## config.mk

```make
export PLATFORM = sky130hd
export DESIGN_NAME = lru_key_value_cache_unit
export DESIGN_NICKNAME = d
export VERILOG_FILES = /design/src/hw/rtl/lrukv_pkg.sv /design/src/hw/rtl/lrukv_store.sv /design/src/hw/rtl/lru_key_value_cache_unit.sv
export SDC_FILE = /design/constraint.sdc
export NUM_CORES = 1
export LEC_CHECK = 0
export BUFFER_PORTS_ARGS = -buffer_cell sky130_fd_sc_hd__buf_2
export CAP_MARGIN = 15
export CELL_PAD_IN_SITES_DETAIL_PLACEMENT = 1
export CELL_PAD_IN_SITES_GLOBAL_PLACEMENT = 2
export CORE_MARGIN = 2
export CORE_UTILIZATION = 43
export DETAILED_ROUTE_END_ITERATION = 16
export MAX_ROUTING_LAYER = met4
export PLACE_DENSITY_LB_ADDON = 0.1
export SLEW_MARGIN = 20
export SYNTH_ARGS = -nofsm -noshare
export SYNTH_HDL_FRONTEND = slang
export SYNTH_SLANG_ARGS = --single-unit
```

## constraint.sdc

```tcl
create_clock -name clk -period 8.6 [get_ports clk]
set_clock_uncertainty 0.15 [all_clocks]
set_input_delay 0.86 -clock clk [delete_from_list [all_inputs] [get_ports clk]]
set_output_delay 0.86 -clock clk [all_outputs]
set_load 0.02 [all_outputs]
```

## src/hw/rtl/lrukv_pkg.sv

```systemverilog
package lrukv_pkg;

  // fixed field widths
  localparam int DATA_W = 32;
  localparam int CFG_W  = 4;
  localparam int OCC_W  = 4;

  // capacity register after reset
  localparam logic [CFG_W-1:0] CAP_RESET = 4'd8;

  // sequencer states
  typedef enum logic [1:0] {
    ST_IDLE,
    ST_SCAN,
    ST_RESOLVE,
    ST_EVICT
  } lrukv_state_t;

endpackage

```

## src/hw/rtl/lrukv_store.sv

```systemverilog
module lrukv_store
  import lrukv_pkg::*;
#(
  parameter int DEPTH = 8,
  parameter int AW    = 3
) (
  input  logic              clk,
  input  logic              wr_en,
  input  logic [AW-1:0]     wr_addr,
  input  logic [DATA_W-1:0] wr_key,
  input  logic [DATA_W-1:0] wr_value,
  input  logic [AW-1:0]     rd_addr,
  output logic [DATA_W-1:0] rd_key,
  output logic [DATA_W-1:0] rd_value
);

  logic [DATA_W-1:0] keys   [DEPTH];
  logic [DATA_W-1:0] values [DEPTH];

  // one write port, one registered read port
  always_ff @(posedge clk) begin
    if (wr_en) begin
      keys[wr_addr]   <= wr_key;
      values[wr_addr] <= wr_value;
    end
  end

  always_ff @(posedge clk) begin
    rd_key   <= keys[rd_addr];
    rd_value <= values[rd_addr];
  end

endmodule

```

## src/hw/rtl/lru_key_value_cache_unit.sv

```systemverilog
// sequence: an access scans the store, then resolves hit or miss; a miss at capacity
//   adds an evict step; the result is registered once the output register can take it
// throughput: one access at a time, no new one until commit; the scan is paced by
//   the single key compare walking the store one entry per cycle through its read port
// reset: synchronous, clears valid bits, ranks and occupancy, capacity returns to 8;
//   key and value storage is not cleared and needs no clearing pass
module lru_key_value_cache_unit
  import lrukv_pkg::*;
#(
  parameter int MAX_ENTRIES = 8
) (
  input  logic                     clk,
  input  logic                     rst,
  input  logic                     cfg_wr_en,
  input  logic [CFG_W-1:0]         cfg_wr_data,
  input  logic                     in_valid,
  output logic                     in_stall,
  input  logic signed [DATA_W-1:0] key,
  input  logic signed [DATA_W-1:0] value,
  output logic                     out_valid,
  input  logic                     out_stall,
  output logic                     hit,
  output logic                     evicted,
  output logic signed [DATA_W-1:0] evicted_key,
  output logic signed [DATA_W-1:0] evicted_value,
  output logic [OCC_W-1:0]         occupancy
);

  localparam int AW   = (MAX_ENTRIES > 1) ? $clog2(MAX_ENTRIES) : 1;
  localparam int RW   = AW;
  localparam int CW   = $clog2(MAX_ENTRIES + 1);
  localparam int CMPW = (CW > CFG_W) ? CW : CFG_W;

  lrukv_state_t state, state_next;

  // configuration
  logic [CFG_W-1:0] capacity;

  // per-entry control state in flops
  logic [MAX_ENTRIES-1:0] valid;
  logic [RW-1:0]          rank [MAX_ENTRIES];
  logic [CW-1:0]          count;

  // latched transfer payload
  logic [DATA_W-1:0] key_in;
  logic [DATA_W-1:0] value_in;

  // scan bookkeeping
  logic [CW-1:0] idx;
  logic          found;
  logic [AW-1:0] hit_slot;
  logic [AW-1:0] lru_slot;
  logic          free_found;
  logic [AW-1:0] free_slot;

  // store port
  logic [AW-1:0]     rd_addr;
  logic [DATA_W-1:0] rd_key;
  logic [DATA_W-1:0] rd_value;
  logic [AW-1:0]     wr_slot;
  logic              finish;
  logic              can_load;

  // compare stage, one entry behind the read address
  logic [CW-1:0] idx_m1;
  logic [AW-1:0] cmp_slot;
  logic          cmp_active;
  logic          cmp_valid;
  logic [RW-1:0] cmp_rank;
  logic [CW-1:0] count_m1;
  logic [RW-1:0] hit_rank;

  // eviction decision
  logic [CMPW-1:0] cap_x;
  logic [CMPW-1:0] eff_cap;
  logic            need_evict;
  logic [CW-1:0]   count_next;

  lrukv_store #(
    .DEPTH (MAX_ENTRIES),
    .AW    (AW)
  ) u_store (
    .clk      (clk),
    .wr_en    (finish),
    .wr_addr  (wr_slot),
    .wr_key   (key_in),
    .wr_value (value_in),
    .rd_addr  (rd_addr),
    .rd_key   (rd_key),
    .rd_value (rd_value)
  );

  // effective capacity: zero acts as one, saturates at the store depth
  always_comb begin
    cap_x = CMPW'(capacity);
    if (cap_x == '0) begin
      eff_cap = CMPW'(1);
    end else if (cap_x > CMPW'(MAX_ENTRIES)) begin
      eff_cap = CMPW'(MAX_ENTRIES);
    end else begin
      eff_cap = cap_x;
    end
    need_evict = (CMPW'(count) >= eff_cap) && (count != '0);
  end

  assign idx_m1     = idx - CW'(1);
  assign cmp_slot   = idx_m1[AW-1:0];
  assign cmp_active = (state == ST_SCAN) && (idx != '0);
  assign cmp_valid  = valid[cmp_slot];
  assign cmp_rank   = rank[cmp_slot];
  assign count_m1   = count - CW'(1);
  assign hit_rank   = rank[hit_slot];

  // output register may load when empty or being drained this cycle
  assign can_load = !out_valid || !out_stall;

  // next state
  always_comb begin
    state_next = state;
    unique case (state)
      ST_IDLE: begin
        if (in_valid) state_next = ST_SCAN;
      end
      ST_SCAN: begin
        if (idx == CW'(MAX_ENTRIES)) state_next = ST_RESOLVE;
      end
      ST_RESOLVE: begin
        if (!found && need_evict) begin
          state_next = ST_EVICT;
        end else if (can_load) begin
          state_next = ST_IDLE;
        end
      end
      ST_EVICT: begin
        if (can_load) state_next = ST_IDLE;
      end
      default: state_next = ST_IDLE;
    endcase
  end

  // sequencer outputs
  always_comb begin
    in_stall = 1'b1;
    rd_addr  = lru_slot;
    finish   = 1'b0;
    unique case (state)
      ST_IDLE:    in_stall = 1'b0;
      ST_SCAN:    rd_addr = idx[AW-1:0];
      ST_RESOLVE: finish = can_load && (found || !need_evict);
      ST_EVICT:   finish = can_load;
      default:    in_stall = 1'b1;
    endcase
  end

  // target slot: matched entry, evicted entry, or lowest free entry
  always_comb begin
    if (found) begin
      wr_slot = hit_slot;
    end else if (state == ST_EVICT) begin
      wr_slot = lru_slot;
    end else begin
      wr_slot = free_slot;
    end
    count_next = count;
    if (!found && (state == ST_RESOLVE)) count_next = count + CW'(1);
  end

  always_ff @(posedge clk) begin
    if (rst) begin
      state <= ST_IDLE;
    end else begin
      state <= state_next;
    end
  end

  always_ff @(posedge clk) begin
    if (rst) begin
      capacity <= CAP_RESET;
    end else if (cfg_wr_en) begin
      capacity <= cfg_wr_data;
    end
  end

  // payload latch on input transfer
  always_ff @(posedge clk) begin
    if ((state == ST_IDLE) && in_valid) begin
      key_in   <= key;
      value_in <= value;
    end
  end

  // scan: first matching key, oldest valid entry, first free entry
  always_ff @(posedge clk) begin
    if (rst) begin
      idx        <= '0;
      found      <= 1'b0;
      free_found <= 1'b0;
    end else if ((state == ST_IDLE) && in_valid) begin
      idx        <= '0;
      found      <= 1'b0;
      free_found <= 1'b0;
    end else if (state == ST_SCAN) begin
      idx <= idx + CW'(1);
      if (cmp_active) begin
        if (cmp_valid && (rd_key == key_in) && !found) begin
          found <= 1'b1;
        end
        if (!cmp_valid && !free_found) begin
          free_found <= 1'b1;
        end
      end
    end
  end

  always_ff @(posedge clk) begin
    if (cmp_active) begin
      if (cmp_valid && (rd_key == key_in) && !found) hit_slot <= cmp_slot;
      if (cmp_valid && (CW'(cmp_rank) == count_m1)) lru_slot <= cmp_slot;
      if (!cmp_valid && !free_found) free_slot <= cmp_slot;
    end
  end

  // recency and valid update when the step commits
  always_ff @(posedge clk) begin
    if (rst) begin
      valid <= '0;
      count <= '0;
      for (int i = 0; i < MAX_ENTRIES; i++) begin
        rank[i] <= '0;
      end
    end else if (finish) begin
      for (int i = 0; i < MAX_ENTRIES; i++) begin
        if (AW'(i) == wr_slot) begin
          rank[i] <= '0;
        end else if (valid[i] && (!found || (rank[i] < hit_rank))) begin
          rank[i] <= rank[i] + RW'(1);
        end
      end
      valid[wr_slot] <= 1'b1;
      count          <= count_next;
    end
  end

  // result register
  always_ff @(posedge clk) begin
    if (rst) begin
      out_valid <= 1'b0;
    end else if (finish) begin
      out_valid <= 1'b1;
    end else if (!out_stall) begin
      out_valid <= 1'b0;
    end
  end

  always_ff @(posedge clk) begin
    if (finish) begin
      hit       <= found;
      evicted   <= (state == ST_EVICT);
      occupancy <= OCC_W'(count_next);
      if (state == ST_EVICT) begin
        evicted_key   <= rd_key;
        evicted_value <= rd_value;
      end else begin
        evicted_key   <= '0;
        evicted_value <= '0;
      end
    end
  end

  // occupancy always equals the number of valid entries
  a_count_matches_valid: assert property (
    @(posedge clk) disable iff (rst) $countones(valid) == int'(count)
  ) else $error("occupancy out of step with valid bits");

  a_count_bound: assert property (
    @(posedge clk) disable iff (rst) count <= CW'(MAX_ENTRIES)
  ) else $error("occupancy above store depth");

  a_hit_no_evict: assert property (
    @(posedge clk) disable iff (rst) (out_valid && hit) |-> !evicted
  ) else $error("hit reported with eviction");

  a_busy_after_transfer: assert property (
    @(posedge clk) disable iff (rst) (in_valid && !in_stall) |=> in_stall
  ) else $error("new transfer taken during a lookup");

endmodule

```

==> results.py, run 1 <==
metrics = {
    "status": {
        "status": "finished clean",
    },
    "cells_and_area": {
        "multiInputGateArea_um2": 6640,
        "antenna_cells": 0,
        "drive_above_1_share_pct": 30.5,
        "area_delta_synth_final_pct": 15.5,
        "fillers": 6056,
        "final_nets": 1725,
        "final_area_um2": 33600,
        "seq_area_um2": 22200,
    },
    "setup_path": {
        "crit_required_ps": 8720,
        "worstReg2RegStart": "count[0]$_SDFFE_PP0P_",
        "cp-start-kind": "flip-flop",
        "r2r_cells": 10,
        "rr_endpoint": "u_store.keys[4][5]$_DFFE_PP_",
        "worstSetupEndpointType": "flip-flop",
        "crit_arrival_ps": 5210,
        "path_class": "flip-flop to flip-flop",
        "crit_path_start": "count[0]$_SDFFE_PP0P_",
        "critPathCapture": "u_store.keys[4][5]$_DFFE_PP_",
        "reg2reg_slack_ps": 3510,
        "path_max_fanout": 46,
    },
    "routing": {
        "wirelength_mm": 65.4,
        "drt-pass1-iter-count": 4,
        "drtAntennaViolNets": 0,
        "wl_per_cell_um": 25.6,
        "top_layer": "met4",
        "route.met3.wl_mm": 2.52,
        "route.met2.wl_mm": 32.5,
        "drc": 0,
        "dr_total_vias": 13900,
        "drt_iter0_drc": 1037,
        "vias_per_cell": 5.44,
        "drt-met1-wl_mm": 28.9,
    },
    "synthesis": {
        "synthDistinctLibCells": 53,
        "synthFlopType": "edfxtp_1",
        "synth_area_per_cell_um2": 20.3,
        "syn_area_um2": 29100,
        "async_flop_share_pct": 0,
        "ys_warn_count": 0,
        "ys_ff_latch": 771,
        "synth-seq-area-share_pct": 76.3,
        "syn-instance-count": 1434,
        "synth_edf_count": 679,
        "postSynthNetCount": 1539,
    },
    "power_and_ir_drop": {
        "power_density_nw_per_um2": 235,
        "sw_frac_of_total_pct": 20.5,
        "power_frac_seq_pct": 52.7,
        "peakVddDrop_uv": 180,
        "leakage_uw": 0.0113,
        "intPower_uw": 6300,
        "p_switching_uw": 1620,
        "clkPwrFrac_pct": 44.3,
        "power_frac_comb_pct": 3.0,
        "power_uw": 7920,
    },
    "floorplan": {
        "rows": 95,
        "num_io_pins": 145,
        "coreArea_um2": 67200,
        "fp.dieW_um": 264,
        "initial_utilization_pct": 43.4,
        "die_area_um2": 69800,
        "die_h_um": 264,
    },
    "global_route": {
        "grt-ovfl-total": 0,
        "grt_pass1_vias": 15300,
        "grt_pass1_wl_mm": 99.0,
        "antenna_found_initial": 2,
        "grt_start_max_net_pins": 87,
        "track_usage_pct": 19.8,
    },
    "sta": {
        "max_slew_margin_pct": 27.6,
        "min_period_over_period_pct": 59.2,
        "slew_viol_final": 0,
        "rsz0062_at_grt": "no",
        "max_freq_mhz": 197,
        "timing.hold.ws_ps": 250,
        "post-route-min-period_ps": 5090,
        "finalHoldViolations": 0,
        "setup_violations": 0,
        "tightestPinTransition_ps": 1060,
        "setup_tns_ps": 0,
    },
    "clock_network": {
        "ctsHtreeMaxLevel": 3,
        "root_buffer": "clkbuf_16",
        "holdBufCountCts": 0,
        "cts_buffers": 84,
        "clock_sinks": 771,
        "insertion_delay_ps": 630,
        "path_clk_slew_ps": 60,
        "cts_tree": "done",
        "post_cts_buffers": 0,
        "clock_path_buffers": 3,
        "cts.repair.resized": 0,
    },
    "flow_run": {
        "maxCapViolCount": 0,
    },
    "placement": {
        "gp_congestion": 0.737,
        "io_buffers": 144,
        "placed_cell_area_um2": 30900,
        "dpl.hpwl_mm": 36.1,
    },
    "hold_path": {
        "holdCritPathClass": "input port to flip-flop",
    },
}
==> critical path: stages, from the launching register on <==
cell	delay, ps
dfxtp_1	340
inv_1	200
ha_1	220
nor3b_1	190
nor3_1	110
a221o_1	330
a21o_1	480
inv_4	690
buf_4	620
and2_4	830
buf_4	500
==> worst min path at each step <==
stage / startpoint / to / slack [ps] / cells past startpoint
after floorplan: found$_SDFFE_PP0P_ / hit$_DFFE_PP_ / 260 / 0
after global placement: free_found$_SDFFE_PP0P_ / free_found$_SDFFE_PP0P_ / 300 / 2
after detailed placement: free_found$_SDFFE_PP0P_ / free_found$_SDFFE_PP0P_ / 320 / 2
after CTS: value[30] / value_in[30]$_DFFE_PP_ / 210 / 1
after global routing: key[2] / key_in[2]$_DFFE_PP_ / 210 / 1
final: value[30] / value_in[30]$_DFFE_PP_ / 250 / 1
==> cell usage after synthesis, types with 9 or more instances <==
library cell / n / share of area (%)
a21o_1: 9 / 0.23
mux2i_1: 12 / 0.41
edfxtp_1: 679 / 70
ha_1: 32 / 1.4
nand2_1: 19 / 0.24
xor2_1: 25 / 0.75
o21ai_0: 10 / 0.17
dfxtp_1: 92 / 6.3
xnor2_1: 24 / 0.72
clkbuf_1: 43 / 0.55
a21oi_1: 14 / 0.24
o21a_1: 11 / 0.28
inv_1: 19 / 0.24
and3_1: 71 / 1.5
buf_2: 18 / 0.31
mux4_2: 142 / 11
nor2_1: 45 / 0.58
nand3_1: 13 / 0.22
mux2_2: 64 / 2.5
==> power groups by stage <==
| stage | clock (µW) | sequential (µW) | combinational [µW] |
|---|---|---|---|
| after global placement | 0 | 4250 | 241 |
| after global routing | 3730 | 4180 | 262 |
| after floorplan | 0 | 4220 | 167 |
| after detailed placement | 0 | 4250 | 244 |
| after CTS | 3600 | 4170 | 245 |
| final | 3510 | 4170 | 238 |
==> layer usage <==
layer | track usage (%) | vias to the layer above
met1 | 26.1 | 7378
li1 | - | 6166
met4 | 5.36 | 0
met3 | 3.24 | 110
met2 | 32.1 | 281
met5 | - | -
==> logic make-up (layout without fill, tap and decap cells) <==
group,count (synthesis),after routing,share of synthesized area [%]
flip-flops,771,771,76.3
AND/OR/NAND/NOR,201,201,3.81
adder cells (fa/ha/maj),32,32,1.37
AO/OA/AOI/OAI,73,73,1.77
multiplexers,222,222,14.1
XOR/XNOR,49,49,1.47
buffers and inverters,86,339,1.21
==> cell type report <==
cell class,instances,area share (%)
Sequential cell,771,66.1
Multi-Input combinational cell,577,19.7
Clock buffer,123,7.08
Tap cell,873,3.25
Timing Repair Buffer,165,2.65
Clock inverter,30,0.949
Inverter,21,0.249
==> flip-flops by register name, indices dropped and copies added (netlist names), 8 cells and up, named ones only <==
signal,flops
u_store.keys,256
u_store.values,256
evicted_key,32
evicted_value,32
key_in,32
u_store.rd_key,32
u_store.rd_value,32
value_in,32
rank,24
valid,8
==> layout by cell type, fill, tap and decap left out, types with 4 or more instances in the layout <==
cell       instances
nor2_4             4
a21oi_1           13
bufinv_16          5
a31oi_1            5
clkbuf_16         85
nand2b_1           6
clkbuf_8          11
nor3_1             7
inv_1             17
nand4_1            6
mux2_2            64
nor4_1             6
and2_1             6
o21ai_0           10
a2111oi_2          4
clkbuf_1          27
dfxtp_1           90
nand3_1           13
or3_1              5
clkinv_8           4
nand2_1           19
and3_1            71
mux2i_1           10
buf_2            144
clkinv_2          11
nor2_1            41
buf_4             20
ha_1              32
a21o_1             9
xor2_1            25
o21a_1            11
o21ai_1            4
edfxtp_1         679
mux4_2           142
xnor2_1           24
clkinv_1           9
==> stage by stage <==
step	utilization (%)	std cells	setup WS (ps)
finish	50.1	2560	3510
global route	50.1	2560	3110
CTS	50.1	2560	3440
detailed placement	46.1	2407	3440
global placement	46.1	2407	3590
floorplan	-	1434	2580
Note: power is estimated with default switching activity, not from simulation.
==> inputs of run 2 (changes only) <==
- clock period: 8.6 -> 4.4 ns (I/O delays scaled with it)
==> run 2 against run 1 <==
Against the previous run:
- critical path depth shrank 2
- largest cell class unchanged
- clock power increased by 97%
- routed wire length grew 2.7%
- non-clock buffer count increased by 101
- via count up 3.1%
- sequential share of layout area down 2.3 points
- power rose by 97%
- register-to-register slack got worse by 2700 ps
- maximum frequency up 44%
- clock-buffer cell count shrank 14
- worst setup slack got worse by 2700 ps
==> results.py, run 2 (same netlist as run 1, synthesis figures left out) <==
metrics = {
    "routing": {
        "drt-pass1-iter-count": 5,
        "dr_total_vias": 14400,
        "vias_per_cell": 5.41,
        "drc": 0,
        "drt_iter0_drc": 827,
        "wl_per_cell_um": 25.3,
        "wirelength_mm": 67.2,
        "drtAntennaViolNets": 0,
    },
    "sta": {
        "post-route-min-period_ps": 3540,
        "min_period_over_period_pct": 80.5,
        "finalHoldViolations": 0,
        "timing.hold.ws_ps": 159,
        "max_freq_mhz": 282,
        "slew_viol_final": 0,
        "rsz0062_at_grt": "no",
        "max_slew_margin_pct": 32.2,
        "tightestPinTransition_ps": 1010,
        "setup_violations": 0,
        "setup_tns_ps": 0,
    },
    "setup_path": {
        "cp.depth": 8,
        "worstReg2RegStart": "state[1]$_SDFFE_PP0P_",
        "worstSetupEndpointType": "flip-flop",
        "cp-start-kind": "flip-flop",
        "critPathBufInv": 4,
        "crit_arrival_ps": 3720,
        "crit_required_ps": 4580,
        "crit_path_frequent_cell": "buf_4",
        "path_class": "flip-flop to flip-flop",
        "r2r_cells": 8,
        "reg2reg_slack_ps": 860,
        "crit_path_start": "state[1]$_SDFFE_PP0P_",
        "rr_endpoint": "u_store.keys[5][11]$_DFFE_PP_",
        "critPathCapture": "u_store.keys[5][11]$_DFFE_PP_",
        "critPathTopFamily": "buffers and inverters",
        "slowest_delay_ps": 630,
        "path_cells": "buf_4, a21bo_1, a31oi_1, buf_4, nor3_1, nand2_1, clkinvlp_4, buf_4",
        "path_max_fanout": 31,
        "crit_slowest_cell": "dfxtp_2",
    },
    "cells_and_area": {
        "mostFrequentLayoutCell": "edfxtp_1",
        "area_delta_synth_final_pct": 19.5,
        "antenna_cells": 0,
        "final_cell_mix": "edfxtp_1 (679), buf_2 (144), mux4_2 (142), dfxtp_1 (90), clkbuf_16 (85)",
        "largest_registers": "u_store.keys (256), u_store.values (256)",
        "seq_area_um2": 22200,
        "final_nets": 1824,
        "fillers": 5975,
        "drive_above_1_share_pct": 30.7,
        "multiInputGateArea_um2": 6640,
    },
    "floorplan": {
        "die_area_um2": 69800,
        "fp.dieW_um": 264,
        "coreArea_um2": 67200,
        "rows": 95,
        "initial_utilization_pct": 43.4,
        "die_h_um": 264,
        "num_io_pins": 145,
    },
    "clock_network": {
        "clock_path_buffers": 3,
        "insertion_delay_ps": 630,
        "holdBufCountCts": 74,
        "cts_tree": "done",
        "post_cts_buffers": 0,
        "cts.repair.resized": 0,
        "path_clk_slew_ps": 60,
        "clock_sinks": 771,
        "root_buffer": "clkbuf_16",
        "ctsHtreeMaxLevel": 3,
        "cts_buffers": 82,
    },
    "global_route": {
        "grt_start_max_net_pins": 79,
        "grt-ovfl-total": 0,
        "antenna_found_initial": 0,
        "grt_pass1_wl_mm": 101,
        "grt_pass1_vias": 15500,
        "track_usage_pct": 20.2,
    },
    "hold_path": {
        "hold_depth": 2,
        "holdCritPathClass": "input port to flip-flop",
    },
    "status": {
        "status": "finished clean",
    },
    "placement": {
        "io_buffers": 144,
        "dpl.hpwl_mm": 37.7,
        "gp_congestion": 0.754,
    },
    "power_and_ir_drop": {
        "power_density_nw_per_um2": 448,
        "leakage_uw": 0.0118,
        "peakVddDrop_uv": 322,
    },
    "flow_run": {
        "maxCapViolCount": 0,
    },
}
==> run 2: cell types whose count changed in the layout (fill, tap and decap cells not counted), sizes merged <==
cell / previous run / this run
clkbuf: 123 / 109
dlygate4sd3: 0 / 74
bufinv: 5 / 7
inv: 19 / 22
clkinvlp: 1 / 5
clkinv: 26 / 27
buf: 165 / 192
==> run 2: per-layer routing <==
metal	GRT usage, %	share of wire (%)	up-vias
li1	-	-	6368
met4	5.54	2.0	0
met5	-	0	-
met3	3.24	4.2	99
met1	27.9	46	7618
met2	31.4	48	283
==> run 2: worst min path at each step <==
stage | from | endpoint
3_5_place_dp | free_found$_SDFFE_PP0P_ | free_found$_SDFFE_PP0P_
2_1_floorplan | found$_SDFFE_PP0P_ | hit$_DFFE_PP_
4_1_cts | rst | cap_x[1]$_SDFFE_PP0P_
3_3_place_gp | free_found$_SDFFE_PP0P_ | free_found$_SDFFE_PP0P_
5_1_grt | rst | valid[3]$_SDFFE_PP0P_
6_report | rst | cap_x[1]$_SDFFE_PP0P_
==> run 2: layout make-up <==
class                      instances  area share (%)
sequential                       771            63.9
tap                              873            3.14
clock buffer                     109            6.57
multi-input combinational        577            19.1
clock inverter                    40            1.22
inverter                          21           0.255
timing repair buffer             266            5.91
==> run 2: stage by stage <==
stage	total power, µW	instances	setup WS (ps)	util [%]	area, µm²
after global routing	16100	2657	709	51.8	34800
final	15600	2657	858	51.8	34800
after floorplan	8580	1434	-682	-	29200
after detailed placement	8800	2434	800	46.7	31400
after global placement	8780	2434	832	46.7	31400
after CTS	15800	2657	840	51.8	34800
==> run 2: where the power goes <==
part | leakage (µW) | switching, µW | internal [µW] | total (µW)
sequential | 0.00681 | 110 | 8040 | 8150
combinational | 0.00363 | 259 | 278 | 536
clock | 0.00133 | 2830 | 4080 | 6920
total | 0.0118 | 3200 | 12400 | 15600
==> inputs of run 3 (changes only) <==
- ABC_AREA: not set -> 1
- CORE_UTILIZATION: 43 -> 38
- clock period: 4.4 -> 3.2 ns (I/O delays scaled with it)
==> run 3 against run 2 <==
Against the previous run:
- synthesized cell count is 73% higher
- sequential share of layout area is 2.9 points lower
- cell area is 4.7% higher
- non-clock buffer count is 16 higher
- via count is 36% higher
- worst setup slack worse by 610 ps
- worst hold slack worse by 120 ps
- clock power is 47% higher
- combinational power grew to 7.2 times the previous value
- critical path type unchanged
- largest cell class unchanged
==> results.py, run 3 <==
metrics = {
    "clock_network": {
        "clock_sinks": 771,
        "insertion_delay_ps": 640,
        "clock_path_buffers": 3,
        "ctsHtreeMaxLevel": 3,
        "root_buffer": "clkbuf_16",
        "cts.repair.resized": 0,
        "cts_tree": "done",
        "path_clk_slew_ps": 60,
        "cts_buffers": 85,
    },
    "routing": {
        "drt-pass1-iter-count": 5,
        "wirelength_mm": 84.8,
        "vias_per_cell": 5.06,
        "wl_per_cell_um": 22.0,
        "drt_iter0_drc": 1173,
        "dr_total_vias": 19500,
        "drtAntennaViolNets": 0,
        "drc": 0,
    },
    "cells_and_area": {
        "drive_above_1_share_pct": 13.3,
        "finalNonFillerCells": 3850,
        "final_nets": 2833,
        "mostFrequentLayoutCell": "edfxtp_1",
        "largest_registers": "u_store.keys (256), u_store.values (256)",
        "final_core_util_pct": 46.2,
        "final_cell_mix": "edfxtp_1 (679), nor2_1 (543), o21ai_0 (235), nand2_1 (193), buf_2 (144)",
        "area_delta_synth_final_pct": 20.4,
        "antenna_cells": 0,
    },
    "synthesis": {
        "synth_top_family_by_area": "simple AND/OR/NAND/NOR gates",
        "ys_warn_count": 0,
        "yosysMostFrequentCell": "edfxtp_1",
        "synth-compound-area-share_pct": 8.68,
        "async_flop_share_pct": 0,
        "synthTopCellsByArea": "edfxtp_1 (67%), nor2_1 (6.8%), dfxtp_1 (6.1%)",
        "synth_edf_count": 679,
        "synth-seq-area-share_pct": 73.4,
        "synth_top_area_share_pct": 67.3,
        "synthXorXnorAreaFrac_pct": 0.781,
        "synth_area_per_cell_um2": 12.2,
        "synthAdderAreaFrac_pct": 1.32,
        "syn_area_um2": 30300,
        "synthSimpleGateAreaFrac_pct": 12.0,
        "ys_ff_latch": 771,
        "synth_common_cells": "edfxtp_1 (679), nor2_1 (552), o21ai_0 (235)",
        "synthDistinctLibCells": 29,
        "yosysTopAreaCell": "edfxtp_1",
        "synth.mux.area_fraction_pct": 0,
        "synthFlopType": "edfxtp_1",
        "syn-instance-count": 2477,
        "postSynthNetCount": 2582,
    },
    "setup_path": {
        "critPathTopFamily": "simple AND/OR/NAND/NOR gates",
        "critPathBufInv": 3,
        "r2r_cells": 12,
        "worstSetupEndpointType": "flip-flop",
        "cp.depth": 12,
        "crit_required_ps": 3380,
        "crit_slowest_cell": "nor2_4",
        "crit_arrival_ps": 3130,
        "slowest_delay_ps": 420,
        "path_class": "flip-flop to flip-flop",
        "path_cells": "nor3_1, o21ai_0, ha_1, inv_1, o21bai_1, nand3_1, nand3_1, nand2_1, nand2_1, buf_12, nor2_4, buf_4",
        "cp-start-kind": "flip-flop",
        "path_max_fanout": 8,
    },
    "power_and_ir_drop": {
        "power_frac_seq_pct": 46.8,
        "sw_frac_of_total_pct": 27.5,
        "peakVddDrop_uv": 394,
        "leakage_uw": 0.0132,
        "clkPwrFrac_pct": 38.7,
        "power_density_nw_per_um2": 725,
        "intPower_uw": 19200,
        "p_switching_uw": 7260,
        "power_frac_comb_pct": 14.5,
    },
    "floorplan": {
        "coreArea_um2": 79000,
        "die_area_um2": 82000,
        "die_h_um": 286,
        "initial_utilization_pct": 38.3,
        "num_io_pins": 145,
        "rows": 103,
        "fp.dieW_um": 286,
    },
    "sta": {
        "slew_viol_final": 0,
        "rsz0062_at_grt": "no",
        "timing.hold.ws_ps": 37.9,
        "post-route-min-period_ps": 2950,
        "max_slew_margin_pct": 50.0,
        "min_period_over_period_pct": 92.2,
        "finalWorstSetupSlack_ps": 251,
        "max_freq_mhz": 339,
        "tightestPinTransition_ps": 750,
        "setup_violations": 0,
        "finalHoldViolations": 0,
    },
    "global_route": {
        "antenna_found_initial": 1,
        "grt_pass1_vias": 20500,
        "grt_start_max_net_pins": 141,
        "grt-ovfl-total": 0,
        "track_usage_pct": 21.4,
        "grt_pass1_wl_mm": 128,
    },
    "flow_run": {
        "maxCapViolCount": 0,
    },
    "placement": {
        "dp.cells": 3611,
        "dpl.hpwl_mm": 52.2,
        "io_buffers": 144,
        "preCtsSetupSlack_ps": 165,
        "gp_congestion": 0.801,
    },
    "hold_path": {
        "hold_depth": 2,
        "holdCritPathClass": "input port to flip-flop",
    },
    "status": {
        "status": "finished clean",
    },
}
## run 3: timing repair
action / 4_1_cts / 5_1_grt
endpoints found under the setup margin: 0 / 16
endpoints found under the hold margin: 70 / 0
buffers inserted: 0 / 2
hold buffers: 78 / 0
## run 3: per-stage QoR
step	instance area (µm²)	power [µW]	setup TNS [ps]
after floorplan	30300	14800	-196930
after global placement	32700	16300	0
after detailed placement	32700	16400	0
after CTS	36400	26800	0
after global routing	36500	27600	0
final	36500	26400	0
## run 3: logic make-up (layout without fill, tap and decap cells)
family | Yosys count | count (layout)
adders and majority gates | 32 | 32
xor gates and xnor gates | 27 | 27
DFF | 771 | 771
and+or+nand+nor | 906 | 906
buffers and inverters | 268 | 591
AOI/OAI and AO/OA | 473 | 473
## run 3: worst register-to-register path, stage by stage, from the launching register on
cell	delay, ps
dfxtp_1	330
nor3_1	240
o21ai_0	120
ha_1	300
inv_1	70
o21bai_1	60
nand3_1	70
nand3_1	70
nand2_1	150
nand2_1	180
buf_12	210
nor2_4	420
buf_4	290
## run 3: final timing paths
| path | from | to | slack [ps] |
|---|---|---|---|
| worst max register to register | cap_x[0]$_SDFFE_PP0P_ | u_store.keys[5][9]$_DFFE_PP_ | 250 |
| worst min register to register | valid[1]$_SDFFE_PP0P_ | valid[1]$_SDFFE_PP0P_ | 330 |
| worst max-delay path | cap_x[0]$_SDFFE_PP0P_ | u_store.keys[5][9]$_DFFE_PP_ | 250 |
| worst min-delay path | rst | valid[2]$_SDFFE_PP0P_ | 40 |
## run 3: cell type report
cell class | count | area (µm²)
fill | 8244 | 42500
sequential | 771 | 22200
multi-input combinational | 1438 | 7010
clock buffer | 118 | 2410
timing repair buffer | 282 | 2360
tap | 1050 | 1310
inverter | 150 | 577
clock inverter | 41 | 547
## run 3: layer usage
| metal | track usage (%) | vias to the layer above | part of all wire (%) |
|---|---|---|---|
| met2 | 34.3 | 317 | 48 |
| met5 | - | - | 0 |
| li1 | - | 9204 | - |
| met1 | 28.7 | 9875 | 46 |
| met3 | 3.11 | 104 | 3.9 |
| met4 | 5.27 | 0 | 1.8 |
## run 3: power by group through the flow
stage               logic, µW  clock network, µW  registers, µW
floorplan                2310                  0          12500
global placement         3750                  0          12600
detailed placement       3800                  0          12600
CTS                      3900              10500          12400
global route             4270              10900          12500
finish                   3840              10200          12400
